<file path="src/rtl/rsi_queue.sv">
// Short register queue between the front and back parts of the ray-sphere unit.
// No dependencies.
module rsi_queue #(
    parameter int WIDTH = 8,
    parameter int DEPTH = 8
) (
    input  logic             clk,
    input  logic             rst_n,
    input  logic             push,
    input  logic [WIDTH-1:0] push_data,
    input  logic             pop,
    output logic [WIDTH-1:0] head,
    output logic             empty
);

    localparam int AW = (DEPTH > 1) ? $clog2(DEPTH) : 1;
    localparam int CW = $clog2(DEPTH + 1);

    logic [WIDTH-1:0] mem_reg [DEPTH];
    logic [AW-1:0]    wr_reg, rd_reg;
    logic [CW-1:0]    count_reg;

    function automatic logic [AW-1:0] bump(input logic [AW-1:0] p);
        return (p == AW'(DEPTH - 1)) ? '0 : p + AW'(1);
    endfunction

    always_ff @(posedge clk or negedge rst_n)
    begin
        if (!rst_n)
        begin
            wr_reg    <= '0;
            rd_reg    <= '0;
            count_reg <= '0;
        end
        else
        begin
            if (push)
            begin
                wr_reg <= bump(wr_reg);
            end
            if (pop)
            begin
                rd_reg <= bump(rd_reg);
            end
            count_reg <= count_reg + CW'(push) - CW'(pop);
        end
    end

    always_ff @(posedge clk)
    begin
        if (push)
        begin
            mem_reg[wr_reg] <= push_data;
        end
    end

    assign head  = mem_reg[rd_reg];
    assign empty = (count_reg == '0);

endmodule

</file>
<file path="config.mk">
export PLATFORM = sky130hd
export DESIGN_NAME = rsi_queue
export DESIGN_NICKNAME = d
export VERILOG_FILES = /design/src/rtl/rsi_queue.sv
export SDC_FILE = /design/constraint.sdc
export NUM_CORES = 1
export LEC_CHECK = 0
export ABC_CLOCK_PERIOD_IN_PS = 2060
export BUFFER_PORTS_ARGS = -buffer_cell sky130_fd_sc_hd__buf_2
export CORE_ASPECT_RATIO = 1.2
export CORE_UTILIZATION = 25
export CTS_CLUSTER_DIAMETER = 100
export CTS_CLUSTER_SIZE = 40
export DETAILED_ROUTE_END_ITERATION = 7
export GPL_TIMING_DRIVEN = 0
export REMOVE_ABC_BUFFERS = 1
export SETUP_SLACK_MARGIN = 0.15
export SYNTH_ARGS = -nofsm -noshare
export SYNTH_HDL_FRONTEND = slang
export SYNTH_SLANG_ARGS = --single-unit
export TNS_END_PERCENT = 30
</file>
<file path="constraint.sdc">
create_clock -name clk -period 2.06 [get_ports clk]
set_clock_uncertainty 0.15 [all_clocks]
set_input_delay 0.206 -clock clk [delete_from_list [all_inputs] [get_ports clk]]
set_output_delay 0.206 -clock clk [all_outputs]
set_load 0.01 [all_outputs]
</file>
==> results.sh, run 1 <==
export IMPL_run_status="complete, but fails checks"
export IMPL_failing_checks="negative setup slack"
export IMPL_final_critical_path_setup_slack_ps=-63.5
export IMPL_groute_usage_overall_pct=10.1
export IMPL_cts_clk_slew_worst_paths_ps=60
export IMPL_grt_setup_unrepaired="yes"
export IMPL_comb_power_share_pct=31.0
export IMPL_netSwitchingFraction_pct=30.1
export IMPL_critPathCaptureType="output pin"
export IMPL_syn_area_um2=3030
export IMPL_hp_class="in2reg"
export IMPL_path_buf_inv=2
export IMPL_gr_total_overflow=0
export IMPL_crit_path_cell_trace="buf_8 -> mux4_1 -> nand2_1 -> nand2_1 -> buf_2"
export IMPL_place_hpwl_mm=3.28
export IMPL_fin_total_pwr_mw=5.35
export IMPL_sink_count=74
export IMPL_port_buffers=20
export IMPL_area_growth_pct=23.7
export IMPL_final_period_utilization_pct=103
export IMPL_min_period_ps=2120
export IMPL_hold_depth=1
export IMPL_avgViaCountPerCell=4.08
export IMPL_worst_slew_pin_slew_ps=835
export IMPL_h_tree_lvl_count=3
export IMPL_worstRegToRegCells=2
export IMPL_synth_seq_cells=74
export IMPL_antenna_violating_nets_post_route=0
export IMPL_critical_path_startpoint_type="register"
export IMPL_clock_buffers_created_by_tritoncts=9
export IMPL_post_synth_top_area_fraction_pct=63.4
export IMPL_worst_ep_arrival_time_ps=1770
export IMPL_drc=0
export IMPL_grt_antenna_before_repair=0
export IMPL_power_density_cell_area_nw_per_um2=1430
export IMPL_drt_wl_total_mm=5.58
export IMPL_die_h_um=123
export IMPL_criticalPathCategory="reg2out"
export IMPL_vdd_drop_max_v=0.000387
export IMPL_nNetsFinal=225
export IMPL_leakagePower_nw=1.38
export IMPL_design_portCount=21
export IMPL_grt_pass1_vias=1610
export IMPL_maxCapViolCount=0
export IMPL_cellInternalPower_mw=3.74
export IMPL_cell_repeated_most_along_the_worst_path="sky130_fd_sc_hd__nand2_1"
export IMPL_max_clock_freq_ghz=0.471
export IMPL_largest_register_ffs=64
export IMPL_tritoncts_clock_tree="yes"
export IMPL_final_hold_vios=0
export IMPL_placed_cells=337
export IMPL_setup_viol_count_final=8
export IMPL_most_instantiated_flip_flop_cell_in_the_synthesis_netlist="sky130_fd_sc_hd__edfxtp_1"
export IMPL_grt_first_pass_wirelength_mm=8.78
export IMPL_core_area_um2=11700
export IMPL_power_frac_seq_pct=40.5
export IMPL_clock_power_share_pct=28.5
export IMPL_antenna_cells=0
export IMPL_slew_violations=0
export IMPL_multi_input_comb_area_um2=805
export IMPL_detail_route_wl_per_cell_um=15.3
export IMPL_nFillCells=1137
export IMPL_critPathRequiredTime_ps=1700
export IMPL_detail_route_first_pass_iterations=4
export IMPL_async_flop_share_pct=13.5
export IMPL_die_area_um2=12600
export IMPL_floorplan_die_width_um=103
export IMPL_syn_mean_instance_area_um2=18.4
export IMPL_grt_max_degree=19
export IMPL_synth_warnings=0
export IMPL_finalNonFillerCells=365
export IMPL_synth_area_top_cells="sky130_fd_sc_hd__edfxtp_1 63%, sky130_fd_sc_hd__dfrtp_1 8.3%, sky130_fd_sc_hd__mux4_1 6.9%, sky130_fd_sc_hd__mux4_2 5.9%, sky130_fd_sc_hd__ha_1 3.7%"
export IMPL_timing_critical_path_depth=5
export IMPL_proportion_of_layout_cells_with_a_drive_suffix_above_1_pct=33.2
export IMPL_regArea_um2=2180
export IMPL_longest_individual_stage_delay_on_the_worst_path_ps=550
export IMPL_timing_slew_headroom_pct=44.0
export IMPL_num_rows=43
export IMPL_cts_root_to_sink_buffers=2
export IMPL_cp_max_fo=8
export IMPL_cts_root_buf="sky130_fd_sc_hd__clkbuf_16"
export IMPL_number_of_instances_in_the_synthesized_netlist=165
export IMPL_switching_component_of_the_power_mw=1.61
export IMPL_finalWeightedCongestion=0.703
export IMPL_initial_standard_cell_utilization_of_the_core_pct=26.0
export IMPL_worstSkewPairLatency_ps=330
export IMPL_synth_cell_types=22
export IMPL_cp_slowest_cell="sky130_fd_sc_hd__mux4_1"
export IMPL_synth_top_cell_by_area="sky130_fd_sc_hd__edfxtp_1"
export IMPL_critPathTopFamily="multiplexers"
export IMPL_synth_edf_count=64
export IMPL_synth_sequential_area_ratio_pct=71.6
export IMPL_vias=1491
export IMPL_first_iter_violations=91
-- timing repair --
action / CTS / global route
resized for setup: 10 / 9
setup endpoints to repair: 11 / 50
pin swaps: 3 / 3
hold buffers: 4 / 0
gates cloned: 0 / 0
endpoints found under the hold margin: 27 / 0
buffers inserted: 8 / 0
-- logic make-up (layout without fill, tap and decap cells) --
| family | after synthesis | in the layout | synth area share (%) |
|---|---|---|---|
| buffers and inverters | 13 | 56 | 2.52 |
| and+or+nand+nor | 42 | 42 | 5.78 |
| DFF | 74 | 74 | 71.6 |
| AOI/OAI and AO/OA | 4 | 4 | 0.743 |
| muxes | 20 | 20 | 14.4 |
| xor gates and xnor gates | 2 | 2 | 0.578 |
| adders and majority gates | 10 | 10 | 4.37 |
-- through the flow --
stage	setup TNS, ps	cell area [um2]	util (%)	hold slack (ps)	setup WS [ps]
2_1_floorplan	0	2990	-	-240	110
3_3_place_gp	-5950	3280	28.1	-66.3	-371
3_5_place_dp	-3010	3290	28.2	-62.9	-381
4_1_cts	-591	3740	32.0	0.636	-84.6
5_1_grt	-1050	3750	32.1	0.144	-159
6_report	-368	3750	32.1	5.60	-63.5
-- cell type report --
cell class	count	area share [%]
Multi-Input combinational cell	78	21.4
Clock buffer	9	6.00
Sequential cell	74	58.0
Timing Repair Buffer	32	6.60
Tap cell	157	5.24
Inverter	8	0.834
Clock inverter	7	1.83
-- synth_stat cells (3+ instances only) --
master / count
sky130_fd_sc_hd__buf_2: 3
sky130_fd_sc_hd__dfrtp_1: 10
sky130_fd_sc_hd__edfxtp_1: 64
sky130_fd_sc_hd__ha_1: 9
sky130_fd_sc_hd__inv_1: 7
sky130_fd_sc_hd__mux2_2: 4
sky130_fd_sc_hd__mux4_1: 8
sky130_fd_sc_hd__mux4_2: 8
sky130_fd_sc_hd__nand2_1: 27
sky130_fd_sc_hd__nor2_1: 8
-- power groups by stage --
stage	Clock [mW]	Sequential, mW	Combinational, mW
floorplan	0	2.14	0.945
global placement	0	2.25	1.29
detailed placement	0	2.27	1.33
CTS	1.55	2.17	1.65
global route	1.62	2.21	1.85
finish	1.52	2.17	1.66
-- worst register-to-register path, cell delays in order (launching register included) --
cell and delay (ps):
sky130_fd_sc_hd__dfrtp_1 400, sky130_fd_sc_hd__nand2b_1 240, sky130_fd_sc_hd__nor3_2 650
-- metal layers --
metal / part of all wire (%) / GRT usage, % / up-vias
li1: - / - / 707
met1: 40 / 11.2 / 754
met2: 55 / 17.1 / 26
met3: 3.4 / 3.64 / 4
met4: 1.2 / 4.29 / 0
met5: 0 / 0 / -
-- final timing paths --
| kind | start | endpoint | slack (ps) |
|---|---|---|---|
| worst max-delay path | rd_reg[0]$_DFFE_PN0P_ | head[4] | -60 |
| worst min-delay path | push_data[5] | mem_reg[1][5]$_DFFE_PP_ | 6 |
| worst max register to register | wr_reg[2]$_DFFE_PN0P_ | mem_reg[0][2]$_DFFE_PP_ | 240 |
| worst min register to register | wr_reg[2]$_DFFE_PN0P_ | wr_reg[2]$_DFFE_PN0P_ | 420 |
| max in group asynchronous | rst_n | rd_reg[0]$_DFFE_PN0P_ | 1420 |
| min in group asynchronous | rst_n | count_reg[0]$_DFF_PN0_ | 120 |
-- placed cells by master, fill, tap and decap left out, types with 2 or more instances in the layout --
master | netlist | final
sky130_fd_sc_hd__nor2_1 | 8 | 3
sky130_fd_sc_hd__dlygate4sd3_1 | 0 | 4
sky130_fd_sc_hd__nor2_2 | 0 | 5
sky130_fd_sc_hd__inv_1 | 7 | 7
sky130_fd_sc_hd__o21ai_0 | 2 | 2
sky130_fd_sc_hd__ha_1 | 9 | 9
sky130_fd_sc_hd__mux4_2 | 8 | 10
sky130_fd_sc_hd__dfrtp_1 | 10 | 8
sky130_fd_sc_hd__mux2_2 | 4 | 4
sky130_fd_sc_hd__nand2b_1 | 2 | 2
sky130_fd_sc_hd__edfxtp_1 | 64 | 64
sky130_fd_sc_hd__clkinv_2 | 0 | 3
sky130_fd_sc_hd__xor2_1 | 2 | 2
sky130_fd_sc_hd__mux4_1 | 8 | 6
sky130_fd_sc_hd__buf_12 | 1 | 2
sky130_fd_sc_hd__clkbuf_16 | 0 | 9
sky130_fd_sc_hd__buf_6 | 1 | 4
sky130_fd_sc_hd__buf_2 | 3 | 20
sky130_fd_sc_hd__nand2_1 | 27 | 27
sky130_fd_sc_hd__nand3b_1 | 2 | 2
sky130_fd_sc_hd__nor3_2 | 0 | 2
Note: power is estimated with default switching activity, not from simulation.
==> inputs of run 2 (changes only) <==
==> constraint.sdc (replaced) <==
create_clock -name clk -period 2.06 [get_ports clk]
set_clock_uncertainty 0.15 [all_clocks]
set_input_delay 0 -clock clk [delete_from_list [all_inputs] [get_ports clk]]
set_output_delay 0 -clock clk [all_outputs]
set_load 0.01 [all_outputs]
==> run 2 against run 1 <==
Net effect:
- the run now ends clean
- utilization grew 0.60 points
- register-to-register slack got worse by 80 ps
- critical path type unchanged
- global-route usage about the same
- largest cell class unchanged
==> results.sh, run 2 (same netlist as run 1, synthesis figures left out) <==
export IMPL_gr_total_overflow=0
export IMPL_worstSkewPairLatency_ps=330
export IMPL_detail_route_wl_per_cell_um=15.0
export IMPL_worst_slew_pin_slew_ps=912
export IMPL_largest_register_ffs=64
export IMPL_longest_individual_stage_delay_on_the_worst_path_ps=550
export IMPL_layout_cells_most_common="sky130_fd_sc_hd__edfxtp_1"
export IMPL_tritoncts_clock_tree="yes"
export IMPL_cell_repeated_most_along_the_worst_path="sky130_fd_sc_hd__nand2_1"
export IMPL_final_hold_slack_ps=326
export IMPL_power_density_cell_area_nw_per_um2=1390
export IMPL_proportion_of_layout_cells_with_a_drive_suffix_above_1_pct=29.2
export IMPL_cts_root_buf="sky130_fd_sc_hd__clkbuf_16"
export IMPL_nFillCells=1128
export IMPL_cp_slowest_cell="sky130_fd_sc_hd__mux4_1"
export IMPL_grt_antenna_before_repair=0
export IMPL_placed_cells=337
export IMPL_vias=1532
export IMPL_min_period_ps=1920
export IMPL_grt_first_pass_wirelength_mm=8.76
export IMPL_final_hold_vios=0
export IMPL_die_h_um=123
export IMPL_sink_count=74
export IMPL_worst_ep_arrival_time_ps=1770
export IMPL_critPathRequiredTime_ps=1910
export IMPL_max_clock_freq_ghz=0.520
export IMPL_layout_common_cells="64 x sky130_fd_sc_hd__edfxtp_1, 27 x sky130_fd_sc_hd__nand2_1, 20 x sky130_fd_sc_hd__buf_2"
export IMPL_groute_usage_overall_pct=10.0
export IMPL_critPathCaptureType="output pin"
export IMPL_run_status="completed"
export IMPL_place_hpwl_mm=3.28
export IMPL_core_area_um2=11700
export IMPL_hp_class="in2reg"
export IMPL_antenna_violating_nets_post_route=0
export IMPL_avgViaCountPerCell=4.11
export IMPL_antenna_cells=0
export IMPL_finalWeightedCongestion=0.703
export IMPL_slew_violations=0
export IMPL_final_period_utilization_pct=93.4
export IMPL_design_portCount=21
export IMPL_path_buf_inv=2
export IMPL_setup_viol_count_final=0
export IMPL_timing_slew_headroom_pct=39.0
export IMPL_die_area_um2=12600
export IMPL_num_rows=43
export IMPL_floorplan_die_width_um=103
export IMPL_criticalPathCategory="reg2out"
export IMPL_nNetsFinal=233
export IMPL_vdd_drop_max_v=0.000387
export IMPL_cts_root_to_sink_buffers=2
export IMPL_grt_pass1_vias=1623
export IMPL_initial_standard_cell_utilization_of_the_core_pct=26.0
export IMPL_detail_route_first_pass_iterations=4
export IMPL_first_iter_violations=73
export IMPL_cts_clk_slew_worst_paths_ps=60
export IMPL_port_buffers=20
export IMPL_maxCapViolCount=0
export IMPL_grt_max_degree=19
export IMPL_crit_path_cell_trace="buf_8 -> mux4_1 -> nand2_1 -> nand2_1 -> buf_2"
export IMPL_drt_wl_total_mm=5.60
export IMPL_area_growth_pct=26.0
export IMPL_critPathTopFamily="multiplexers"
export IMPL_cp_max_fo=8
export IMPL_critical_path_startpoint_type="register"
export IMPL_final_area_um2=3820
export IMPL_finalNonFillerCells=373
export IMPL_placed_area_um2=3290
export IMPL_leakagePower_nw=1.42
export IMPL_clock_buffers_created_by_tritoncts=9
export IMPL_h_tree_lvl_count=3
export IMPL_drc=0
export IMPL_grt_setup_unrepaired="yes"
-- run 2: changes by cell type in the layout (fill, tap and decap cells not counted), sizes merged --
cell / change
dlygate4sd3: +8
-- run 2: final cells by class --
cell class | instances | area [um2] | area share (%)
multi-input cells | 78 | 795 | 20.8
inverters | 8 | 31.3 | 0.819
repair buffers | 40 | 328 | 8.58
clock inverters | 7 | 68.8 | 1.80
well taps | 157 | 196 | 5.14
flip-flops and latches | 74 | 2180 | 57.0
clock buffers | 9 | 225 | 5.89
-- run 2: metal layers --
layer,track usage [%],routed length [um],up-vias
met1,11.2,2370,772
met4,4.29,107,0
met2,17.1,2920,22
li1,-,-,731
met5,0,0,-
met3,3.47,194,7
-- run 2: path summary, 6_finish.rpt --
check                                      startpoint                      end  slack [ps]  cells after the start
worst min register to register  wr_reg[2]$_DFFE_PN0P_    wr_reg[2]$_DFFE_PN0P_         420                      1
min in group asynchronous                       rst_n   count_reg[0]$_DFF_PN0_         550                      3
max in group asynchronous                       rst_n    rd_reg[0]$_DFFE_PN0P_         830                      3
worst max register to register  wr_reg[0]$_DFFE_PN0P_  mem_reg[2][3]$_DFFE_PP_         160                      2
worst max-delay path            rd_reg[0]$_DFFE_PN0P_                  head[4]         140                      5
worst min-delay path                     push_data[5]  mem_reg[1][5]$_DFFE_PP_         330                      2
-- run 2: repair_timing --
item / 4_1_cts / 5_1_grt
setup buffers: 8 / 0
resized for setup: 10 / 3
hold buffers: 12 / 0
pin swaps: 3 / 3
endpoints found under the hold margin: 81 / 0
endpoints found under the setup margin: 11 / 48
-- run 2: power by group --
group,total [mW],internal (mW),switching (mW)
combinational,1.63,0.864,0.764
sequential,2.16,1.94,0.228
clock,1.53,0.934,0.598
total,5.33,3.74,1.59
-- run 2: per-stage QoR --
step | power [mW] | setup TNS [ps] | setup slack [ps] | utilization [%]
finish | 5.33 | 0 | 135 | 32.7
global route | 5.66 | 0 | 46.8 | 32.7
CTS | 5.38 | 0 | 121 | 32.7
detailed placement | 3.60 | -1360 | -175 | 28.2
global placement | 3.53 | -4300 | -237 | 28.1
floorplan | 3.09 | 0 | 262 | -
